--- config.mk ---
export PLATFORM = sky130hd
export DESIGN_NAME = shift_register_key_scanner
export DESIGN_NICKNAME = d
export VERILOG_FILES = /design/src/rtl/core/srks_pkg.sv /design/src/rtl/core/shift_register_key_scanner.sv /design/src/rtl/core/srks_key_lane.sv /design/src/rtl/core/srks_key_merge.sv /design/src/rtl/core/srks_backlight.sv
export SDC_FILE = /design/constraint.sdc
export NUM_CORES = 1
export LEC_CHECK = 0
export BUFFER_PORTS_ARGS = -buffer_cell sky130_fd_sc_hd__buf_2
export CORE_MARGIN = 5
export CORE_UTILIZATION = 35
export CTS_CLUSTER_DIAMETER = 200
export DETAILED_ROUTE_END_ITERATION = 10
export PLACE_DENSITY = 0.58
export SLEW_MARGIN = 0
export SYNTH_ARGS = -nofsm -noshare
export SYNTH_HDL_FRONTEND = slang
export SYNTH_SLANG_ARGS = --single-unit
--- constraint.sdc ---
create_clock -name aclk -period 2.7 [get_ports aclk]
set_input_delay 0.405 -clock aclk [delete_from_list [all_inputs] [get_ports aclk]]
set_output_delay 0.405 -clock aclk [all_outputs]
set_load 0.02 [all_outputs]
--- src/rtl/core/srks_pkg.sv ---
// ----------------------------------------------------------------------------
// srks_pkg : shared types and constants of the shift register key scanner
// Operation codes, register indexes, widths and the lane result record.
// ----------------------------------------------------------------------------
package srks_pkg;

    localparam int KEY_W    = 6;
    localparam int COUNT_W  = 8;
    localparam int LEVEL_W  = 3;
    localparam int IDLE_W   = 8;
    localparam int PHASE_W  = 3;
    localparam int BITIDX_W = 3;
    localparam int CFG_W    = 8;

    localparam logic [COUNT_W-1:0] WRAP_COUNT = 8'hFF;

    typedef enum logic [1:0] {
        OP_TICK = 2'd0,
        OP_READ = 2'd1,
        OP_WAKE = 2'd2,
        OP_NONE = 2'd3
    } op_t;

    typedef enum logic {
        CFG_BRIGHTNESS = 1'b0,
        CFG_IDLE_LIMIT = 1'b1
    } cfg_idx_t;

    // scan phases with a fixed meaning
    localparam logic [PHASE_W-1:0] PH_RESET_ON  = 3'd0;
    localparam logic [PHASE_W-1:0] PH_RESET_OFF = 3'd1;
    localparam logic [PHASE_W-1:0] PH_FIRST_SAMPLE = 3'd3;

    // what one sampling lane found for its key bit
    typedef struct packed {
        logic [KEY_W-1:0] clr_mask;
        logic [KEY_W-1:0] set_mask;
        logic [KEY_W-1:0] press_mask;
    } lane_res_t;

    // backlight and idle timer update
    typedef struct packed {
        logic              line;
        logic              forced_off;
        logic [IDLE_W-1:0] idle_periods;
        logic              leds_clear;
    } light_res_t;

endpackage

--- src/rtl/core/shift_register_key_scanner.sv ---
// ----------------------------------------------------------------------------
// shift_register_key_scanner : tick driven key scanner with backlight pwm
// Sequences an external key shift register, latches presses, drives the
// backlight and clears the leds after an idle time.
// ----------------------------------------------------------------------------
//  channel   ports                                          direction
//  ------    ---------------------------------------------  ---------
//  input     s_valid s_ready s_operation s_channel_a/_b      in
//  result    m_valid m_ready m_backlight_enable ...          out
//  config    cfg_we cfg_index cfg_data                       in
//
//  one item per clock while s_ready is high; result in output register next cycle
//  all state updates in the single cycle of the accepting transfer
//  s_ready is high while the output register is empty or being taken
//  aresetn is synchronous and active low; no clearing pass is needed
// ----------------------------------------------------------------------------
module shift_register_key_scanner (
    input  logic                          aclk,
    input  logic                          aresetn,
    input  logic                          cfg_we,
    input  logic                          cfg_index,
    input  logic [srks_pkg::CFG_W-1:0]    cfg_data,
    input  logic                          s_valid,
    output logic                          s_ready,
    input  logic [1:0]                    s_operation,
    input  logic                          s_channel_a,
    input  logic                          s_channel_b,
    output logic                          m_valid,
    input  logic                          m_ready,
    output logic                          m_backlight_enable,
    output logic                          m_scan_reset,
    output logic                          m_scan_clock,
    output logic [srks_pkg::KEY_W-1:0]    m_held_keys,
    output logic [srks_pkg::KEY_W-1:0]    m_read_keys,
    output logic                          m_leds_clear
);

    logic [srks_pkg::LEVEL_W-1:0]  brightness_reg;
    logic [srks_pkg::IDLE_W-1:0]   idle_limit_reg;
    logic [srks_pkg::COUNT_W-1:0]  tick_count_reg, tick_count_next;
    logic [srks_pkg::KEY_W-1:0]    key_levels_reg, key_levels_next;
    logic [srks_pkg::KEY_W-1:0]    pending_reg, pending_next;
    logic [srks_pkg::IDLE_W-1:0]   idle_periods_reg;
    logic                          forced_off_reg;
    logic                          reset_line_reg, reset_line_next;
    logic                          clock_line_reg, clock_line_next;
    logic                          light_line_reg;
    logic                          m_valid_reg;
    logic                          out_light_reg, out_reset_reg, out_clock_reg;
    logic [srks_pkg::KEY_W-1:0]    out_held_reg, out_read_reg, read_next;
    logic                          out_ledclr_reg;

    srks_pkg::op_t                 op;
    logic                          accept, tick, sample_tick, cmd_wake;
    logic [srks_pkg::PHASE_W-1:0]  phase;
    logic [srks_pkg::BITIDX_W-1:0] bit_a, bit_b;
    srks_pkg::lane_res_t           lane_a, lane_b;
    srks_pkg::light_res_t          light;
    logic [srks_pkg::KEY_W-1:0]    merged_levels, merged_pending;
    logic                          key_wake;

    assign op      = srks_pkg::op_t'(s_operation);
    assign s_ready = !m_valid_reg || m_ready;
    assign accept  = s_valid && s_ready;
    assign tick    = accept && (op == srks_pkg::OP_TICK);
    assign cmd_wake = accept && (op == srks_pkg::OP_WAKE);

    // scan phase is tick count bits [3:1]; the scan lines act on even counts only
    assign phase       = tick_count_reg[srks_pkg::PHASE_W:1];
    assign sample_tick = tick && !tick_count_reg[0] && phase[0] &&
                         (phase >= srks_pkg::PH_FIRST_SAMPLE);
    assign bit_a = phase - srks_pkg::PH_FIRST_SAMPLE;
    assign bit_b = bit_a + 1'b1;

    srks_key_lane u_lane_a (
        .enable     (sample_tick),
        .bit_index  (bit_a),
        .sample     (s_channel_a),
        .key_levels (key_levels_reg),
        .result     (lane_a)
    );

    srks_key_lane u_lane_b (
        .enable     (sample_tick),
        .bit_index  (bit_b),
        .sample     (s_channel_b),
        .key_levels (key_levels_reg),
        .result     (lane_b)
    );

    srks_key_merge u_merge (
        .lane_a          (lane_a),
        .lane_b          (lane_b),
        .key_levels      (key_levels_reg),
        .pending         (pending_reg),
        .key_levels_next (merged_levels),
        .pending_next    (merged_pending),
        .wake            (key_wake)
    );

    srks_backlight u_backlight (
        .tick         (tick),
        .wake         (key_wake || cmd_wake),
        .tick_count   (tick_count_reg),
        .brightness   (brightness_reg),
        .idle_limit   (idle_limit_reg),
        .forced_off   (forced_off_reg),
        .idle_periods (idle_periods_reg),
        .line         (light_line_reg),
        .result       (light)
    );

    always_comb begin
        tick_count_next = tick_count_reg;
        key_levels_next = merged_levels;
        pending_next    = merged_pending;
        reset_line_next = reset_line_reg;
        clock_line_next = clock_line_reg;
        read_next       = '0;
        if (tick) begin
            tick_count_next = tick_count_reg + 1'b1;
            if (!tick_count_reg[0]) begin
                if (phase == srks_pkg::PH_RESET_ON) begin
                    reset_line_next = 1'b1;
                end else if (phase == srks_pkg::PH_RESET_OFF) begin
                    reset_line_next = 1'b0;
                end else begin
                    clock_line_next = !phase[0];
                end
            end
        end
        if (accept && op == srks_pkg::OP_READ) begin
            read_next    = pending_reg;
            pending_next = '0;
        end
    end

    always_ff @(posedge aclk) begin
        if (!aresetn) begin
            brightness_reg   <= '0;
            idle_limit_reg   <= 8'd16;
            tick_count_reg   <= '0;
            key_levels_reg   <= '0;
            pending_reg      <= '0;
            idle_periods_reg <= '0;
            forced_off_reg   <= 1'b0;
            reset_line_reg   <= 1'b0;
            clock_line_reg   <= 1'b0;
            light_line_reg   <= 1'b0;
            m_valid_reg      <= 1'b0;
        end else begin
            if (cfg_we) begin
                case (srks_pkg::cfg_idx_t'(cfg_index))
                    srks_pkg::CFG_BRIGHTNESS: brightness_reg <= cfg_data[srks_pkg::LEVEL_W-1:0];
                    srks_pkg::CFG_IDLE_LIMIT: idle_limit_reg <= cfg_data;
                    default: ;
                endcase
            end
            if (accept) begin
                tick_count_reg   <= tick_count_next;
                key_levels_reg   <= key_levels_next;
                pending_reg      <= pending_next;
                idle_periods_reg <= light.idle_periods;
                forced_off_reg   <= light.forced_off;
                reset_line_reg   <= reset_line_next;
                clock_line_reg   <= clock_line_next;
                light_line_reg   <= light.line;
                m_valid_reg      <= 1'b1;
            end else if (m_ready) begin
                m_valid_reg <= 1'b0;
            end
        end
    end

    // result payload, loaded on each input transfer
    always_ff @(posedge aclk) begin
        if (accept) begin
            out_light_reg  <= light.line;
            out_reset_reg  <= reset_line_next;
            out_clock_reg  <= clock_line_next;
            out_held_reg   <= key_levels_next;
            out_read_reg   <= read_next;
            out_ledclr_reg <= light.leds_clear;
        end
    end

    assign m_valid            = m_valid_reg;
    assign m_backlight_enable = out_light_reg;
    assign m_scan_reset       = out_reset_reg;
    assign m_scan_clock       = out_clock_reg;
    assign m_held_keys        = out_held_reg;
    assign m_read_keys        = out_read_reg;
    assign m_leds_clear       = out_ledclr_reg;

endmodule

--- src/rtl/core/srks_key_lane.sv ---
// ----------------------------------------------------------------------------
// srks_key_lane : one key sampling lane
// Takes one data pin into its key bit and flags a fresh press.
// ----------------------------------------------------------------------------
module srks_key_lane (
    input  logic                           enable,
    input  logic [srks_pkg::BITIDX_W-1:0]  bit_index,
    input  logic                           sample,
    input  logic [srks_pkg::KEY_W-1:0]     key_levels,
    output srks_pkg::lane_res_t            result
);

    logic [srks_pkg::KEY_W-1:0] sel;
    logic                       was_held;

    always_comb begin
        sel = enable ? srks_pkg::KEY_W'(1'b1) << bit_index : '0;
        was_held = |(key_levels & sel);
        result.clr_mask   = sel;
        result.set_mask   = sample ? sel : '0;
        // rising key level only
        result.press_mask = (sample && !was_held) ? sel : '0;
    end

endmodule

--- src/rtl/core/srks_key_merge.sv ---
// ----------------------------------------------------------------------------
// srks_key_merge : merge of the two sampling lanes
// Combines lane results into new key levels, pending presses and wake.
// ----------------------------------------------------------------------------
module srks_key_merge (
    input  srks_pkg::lane_res_t            lane_a,
    input  srks_pkg::lane_res_t            lane_b,
    input  logic [srks_pkg::KEY_W-1:0]     key_levels,
    input  logic [srks_pkg::KEY_W-1:0]     pending,
    output logic [srks_pkg::KEY_W-1:0]     key_levels_next,
    output logic [srks_pkg::KEY_W-1:0]     pending_next,
    output logic                           wake
);

    logic [srks_pkg::KEY_W-1:0] press_all;

    always_comb begin
        press_all       = lane_a.press_mask | lane_b.press_mask;
        key_levels_next = (key_levels & ~(lane_a.clr_mask | lane_b.clr_mask))
                        | lane_a.set_mask | lane_b.set_mask;
        pending_next    = pending | press_all;
        wake            = |press_all;
    end

endmodule

--- src/rtl/core/srks_backlight.sv ---
// ----------------------------------------------------------------------------
// srks_backlight : backlight pwm and idle turn-off
// Four phase pwm from the tick count, idle period count on count wrap.
// ----------------------------------------------------------------------------
module srks_backlight (
    input  logic                          tick,
    input  logic                          wake,
    input  logic [srks_pkg::COUNT_W-1:0]  tick_count,
    input  logic [srks_pkg::LEVEL_W-1:0]  brightness,
    input  logic [srks_pkg::IDLE_W-1:0]   idle_limit,
    input  logic                          forced_off,
    input  logic [srks_pkg::IDLE_W-1:0]   idle_periods,
    input  logic                          line,
    output srks_pkg::light_res_t          result
);

    logic pwm_on;

    always_comb begin
        pwm_on = !forced_off &&
                 ({1'b0, tick_count[1:0]} >= brightness);
        result.line         = line;
        result.forced_off   = forced_off;
        result.idle_periods = idle_periods;
        result.leds_clear   = 1'b0;
        if (tick) begin
            result.line = pwm_on;
            if (tick_count == srks_pkg::WRAP_COUNT) begin
                if (idle_periods >= idle_limit) begin
                    result.leds_clear = 1'b1;
                    result.forced_off = 1'b1;
                end else begin
                    result.idle_periods = idle_periods + 1'b1;
                end
            end
        end
        // key press or wake command restarts the idle timer
        if (wake) begin
            result.forced_off   = 1'b0;
            result.idle_periods = '0;
        end
    end

endmodule

**After elaboration in Yosys (flattened, before gate mapping)**

Index checks and enable logic that the tools add are counted.

- Add/subtract/negate cells: 4
- Order comparisons: 3
- Equal/unequal tests: 5
- Shifts and indexed selects: 2
- Mux-type cells: 23
- Bitwise operators: 10
- Reductions and logical operators: 33

Operator list:

| cell | count |
|---|---|
| $mux 6 | 7 |
| $or 6x6->6 | 5 |
| $and 6x6->6 | 3 |
| $reduce_or 6->1 | 3 |
| $add 8x1->8 const B | 2 |
| $mux 1 | 12 |
| $shl 1x3->6 const A | 2 |
| $mux 11 | 1 |
| $logic_and 1x1->1 | 10 |
| $mux 10 | 1 |
| $mux 9 | 1 |
| $eq 8x8->1 const B | 1 |
| $ge 8x8->1 | 1 |
| $mux 8 | 1 |
| $reduce_and 2->1 | 4 |
| $reduce_and 4->1 | 2 |
| $reduce_bool 2->1 | 4 |
| $logic_not 1->1 | 6 |
| $not 6->6 | 1 |
| $add 3x1->3 const B | 1 |
| $eq 3x1->1 const B | 1 |
| $ge 2x3->1 | 1 |
| $ge 3x2->1 const B | 1 |
| $logic_not 3->1 | 1 |
| 7 further kinds | 8 |

- Register bits after elaboration: 60
- Bits of input ports: 18
- Output and inout bits: 18

**Longest topological paths before layout**

- Depth after elaboration: 18
- Depth in mapped cells: 10
- Mapped depth without buffers: 8

**Cells and area by module**

From an unflattened synthesis, not the netlist that was laid out.

- Cells, all modules: 396
- Area total of the unflattened synthesis: 3,533.4 µm²

Modules (own cells, without submodules):

| module | times used | cells an instance | area an instance (µm²) |
|---|---|---|---|
| shift_register_key_scanner | 1 | 243 | 2,443.6 |
| srks_backlight | 1 | 79 | 568.0 |
| srks_key_lane | 2 | 26 | 192.7 |
| srks_key_merge | 1 | 22 | 136.4 |

**Worst setup path before layout**

Ideal clock, no wire load.

- Path type: reg2reg
- Start: register tick_count_reg[1] (netlist bit)
- End: register forced_off_reg
- Data arrival time: 2.098 ns
- Data required time: 2.585 ns
- Slack: 0.487 ns
- Cell stages (with the launch flop): 10
- Path buffers: 1
- Path through: dfxtp_1 > clkbuf_1 > nand2_1 > inv_1 > ha_1 > nand2b_1 > nor3b_1 > a211oi_2 > o21ai_1 > o21ba_2

- Longest elaborated chain between the ends: 14
- Elaborated cells between the ends (all ways): 28

Ends and longest elaborated chain:

| item | line | RTL |
|---|---|---|
| start, declared | shift_register_key_scanner.sv:40 | `logic [srks_pkg::COUNT_W-1:0] tick_count_reg, tick_count_next;` |
| start signal, assigned | shift_register_key_scanner.sv:160 | `tick_count_reg <= tick_count_next;` |
| $sub 3x2->3 | shift_register_key_scanner.sv:72 | `assign bit_a = phase - srks_pkg::PH_FIRST_SAMPLE;` |
| $add 3x1->3 | shift_register_key_scanner.sv:73 | `assign bit_b = bit_a + 1'b1;` |
| $shl 1x3->6 | srks_key_lane.sv:17 | `sel = enable ? srks_pkg::KEY_W'(1'b1) << bit_index : '0;` |
| $mux 6 | srks_key_lane.sv:17 |  |
| $and 6x6->6 | srks_key_lane.sv:18 | `was_held = \|(key_levels & sel);` |
| $reduce_or 6->1 | srks_key_lane.sv:18 |  |
| $logic_not 1->1 | srks_key_lane.sv:22 | `result.press_mask = (sample && !was_held) ? sel : '0;` |
| $logic_and 1x1->1 | srks_key_lane.sv:22 |  |
| $mux 6 | srks_key_lane.sv:22 |  |
| $or 6x6->6 | srks_key_merge.sv:18 | `press_all = lane_a.press_mask \| lane_b.press_mask;` |
| $reduce_or 6->1 | srks_key_merge.sv:22 | `wake = \|press_all;` |
| $logic_or 1x1->1 | shift_register_key_scanner.sv:103 | `.wake (key_wake \|\| cmd_wake),` |
| $reduce_bool 2->1 (no source line) | n/a |  |
| $reduce_and 4->1 (no source line) | n/a |  |
| end signal, assigned | shift_register_key_scanner.sv:164 | `forced_off_reg <= light.forced_off;` |
| end, declared | shift_register_key_scanner.sv:44 | `logic forced_off_reg;` |

Parallel ways exist; a longest one is shown, timed or not.
A chain may end at the register's enable or synchronous reset.

**Worst setup path in the final report**

- Start: register tick_count_reg[2] (netlist bit)
- End: register forced_off_reg

Same word-level chain as after synthesis.

==> results.cfg <==
[status]
status = finished, final reports clean

[power]
power_density_nw_per_um2 = 571.3
p_leak_nw = 1.291
vdd_drop_max_uv = 258.7
fin_total_pwr_w = 0.001935

[cts]
cts_buffers = 9
cts-hold-fix-buffers = 0
clockRootBuffer = clkbuf_8
path_clk_slew_ns = 0.06
clock_sinks = 60
htreeDepth = 3
cts_buffer_depth = 2
post_cts.repair.setup_buffers = 0
cts_tree = done
clock_latency_ns = 0.34
cts_resized = 0

[floorplan]
start_util_pct = 35.53
num_rows = 33
ios = 36
coreArea_sq_um = 8134
die_h_microns = 100.9
dieArea_sq_um = 10180
die_w_microns = 100.9

[final_layout]
fin_cells = 438
finalNetCount = 361
antennaDiodeCount = 0
drive_above_1_share_pct = 21.62
fillers = 797
area_growth_pct = 17.19

[place]
placed_cells = 422
port_buffers = 35
gp_congestion = 0.9670
dp_hpwl_microns = 4308

[min_path]
hold_start = cfg_data[4]
hold_end = idle_limit_reg[4]$_SDFFE_PN1P_
worstHoldPathCells = 3
worstHoldPathType = in2reg

[run]
drv_cap = 0

[routing]
postRouteAntennaNets = 0
route.detailed.drc = 0
vias = 2150
dr_wl_met3_microns = 189
wl_met2_microns = 2689
drt-initial-drc-count = 56
wl_per_cell_microns = 13.42
via_per_inst = 4.909
drtPass1Iterations = 4
top_layer = met4
routed_wl_microns = 5877
wl_met1_microns = 2871

[setup_path]
critPathMaxFanout = 10
cp.required_ns = 2.99
reg2reg_setup_slack_ns = 0.26
endpoint_kind = flip-flop
rr_endpoint = forced_off_reg$_SDFFE_PN0P_
max_stage_delay_ns = 0.52
cp_cell_sequence = nand2_1 > inv_1 > ha_1 > nand3b_1 > o311ai_1 > a211oi_2 > o21ai_2 > o21ba_2
crit_path_top_delay_cell = dfxtp_1
crit_arrival_ns = 2.73
critPathLaunchType = flip-flop
critPathKind = reg2reg
rr_startpoint = tick_count_reg[2]$_SDFFE_PN0P_
reg2regPathDepth = 8

[synthesis]
muxShareOfSynthArea_pct = 4.805
synth_xor_area_share_pct = 2.121
synth_top_family_by_area = simple AND/OR/NAND/NOR gates
synthCells = 289
synth_ff_type = dfxtp_1
seq_area_frac_synth_pct = 47.10
synth_top_area_share_pct = 30.48
yosysMostFrequentCell = dfxtp_1
yosys_register_bits = 60
synth_area_leader_cell = dfxtp_1
synth_area_per_cell_sq_um = 10.00
yosys.area_share.simple_pct = 23.03
synth_fa_ha_area_share_pct = 6.494
postSynth.asyncResetShare_pct = 0
netlist_area_sq_um = 2890
synth_edf_count = 16
synth-compound-area-share_pct = 12.47
ys_warn_count = 0
synth_cell_type_count = 49
synth_fp_nets = 322
synth_area_leaders = dfxtp_1 30%, edfxtp_1 17%, ha_1 6.5%
ys_top_cells_by_count = 44 x dfxtp_1, 21 x and2_1, 21 x nand3_1

[sta]
final_max_slew_viol_count = 0
fin_setup_tns_ns = 0
slew_headroom_pct = 20.62
rsz0062_at_grt = false
hold_viol = 0
min_period_ns = 2.442
setup_viol = 0
worst_pin_slew_ns = 1.182
skew_ns = 0.009729
max_freq_mhz = 409.5
fin_crit_sh_pct = 90.44

[grt]
antenna_found_initial = 0
grt_pass1_wl_microns = 9956
first_global_vias = 2086
grtUsageTotal_pct = 12.60
overflow = 0
grt_max_degree = 33
## cell type report
| cell class | instances | area, sq um | share of cell area [%] |
|---|---|---|---|
| Clock buffer | 10 | 127.6 | 3.768 |
| Clock inverter | 6 | 78.83 | 2.327 |
| Inverter | 17 | 63.81 | 1.884 |
| Multi-Input combinational cell | 201 | 1418 | 41.85 |
| Sequential cell | 60 | 1363 | 40.23 |
| Tap cell | 105 | 131.4 | 3.879 |
| Timing Repair Buffer | 39 | 205.2 | 6.058 |
## cells by family (layout without fill, tap and decap cells)
family | Yosys count | count (layout)
mux | 13 | 13
compound gates | 48 | 48
simple gates | 118 | 118
flops | 60 | 60
xor+xnor | 7 | 7
buf+inv | 28 | 72
fa+ha+maj | 15 | 15
## metal layers
| metal | track usage [%] | up-vias |
|---|---|---|
| met5 | 0 | - |
| met4 | 7.876 | 0 |
| met3 | 2.630 | 8 |
| met2 | 18.53 | 37 |
| met1 | 16.79 | 993 |
| li1 | - | 1112 |
## cell usage in the layout (no fill, tap or decap), types with 9 or more instances in the layout
cell type  instances
dfxtp_1           43
edfxtp_1          16
nand3_1           21
nor3_1            12
nand2_1           16
and2_1            21
nor2_1            14
ha_1              15
inv_1             15
buf_2             35
clkbuf_8           9
## worst max path at each step
stage | slack [ns] | from | to
floorplan | 0.49 | tick_count_reg[1]$_SDFFE_PN0P_ | forced_off_reg$_SDFFE_PN0P_
global placement | 0.28 | tick_count_reg[1]$_SDFFE_PN0P_ | forced_off_reg$_SDFFE_PN0P_
detailed placement | 0.17 | tick_count_reg[1]$_SDFFE_PN0P_ | forced_off_reg$_SDFFE_PN0P_
CTS | 0.14 | tick_count_reg[1]$_SDFFE_PN0P_ | forced_off_reg$_SDFFE_PN0P_
global route | 0.01 | tick_count_reg[2]$_SDFFE_PN0P_ | key_levels_reg[2]$_SDFFE_PN0P_
finish | 0.26 | tick_count_reg[2]$_SDFFE_PN0P_ | forced_off_reg$_SDFFE_PN0P_
## worst max-delay path, delay by kind of cell, from the launching register on
| kind | cells | cell delay [ns] |
|---|---|---|
| AND/OR/NAND/NOR | 2 | 0.32 |
| flip-flops | 1 | 0.52 |
| adder cells (fa/ha/maj) | 1 | 0.32 |
| AO/OA/AOI/OAI | 4 | 1.02 |
| buffers and inverters | 1 | 0.20 |
## through the flow
step / setup WS (ns) / instance area [sq um] / utilization [%] / hold WS (ns)
after floorplan: 0.4869 / 2890 / - / 0.4209
after global placement: 0.2793 / 3176 / 39.04 / 0.4315
after detailed placement: 0.1729 / 3176 / 39.04 / 0.4354
after CTS: 0.1376 / 3382 / 41.58 / 0.3041
after global routing: 0.01128 / 3387 / 41.64 / 0.3320
final: 0.2581 / 3387 / 41.64 / 0.3187
## where the power goes
group          internal, W  switching [W]
clock network     0.000511       0.000334
registers         0.000946     0.00000945
logic            0.0000488      0.0000852
total              0.00151       0.000429
No activity file was read; power rests on OpenSTA's default activity.
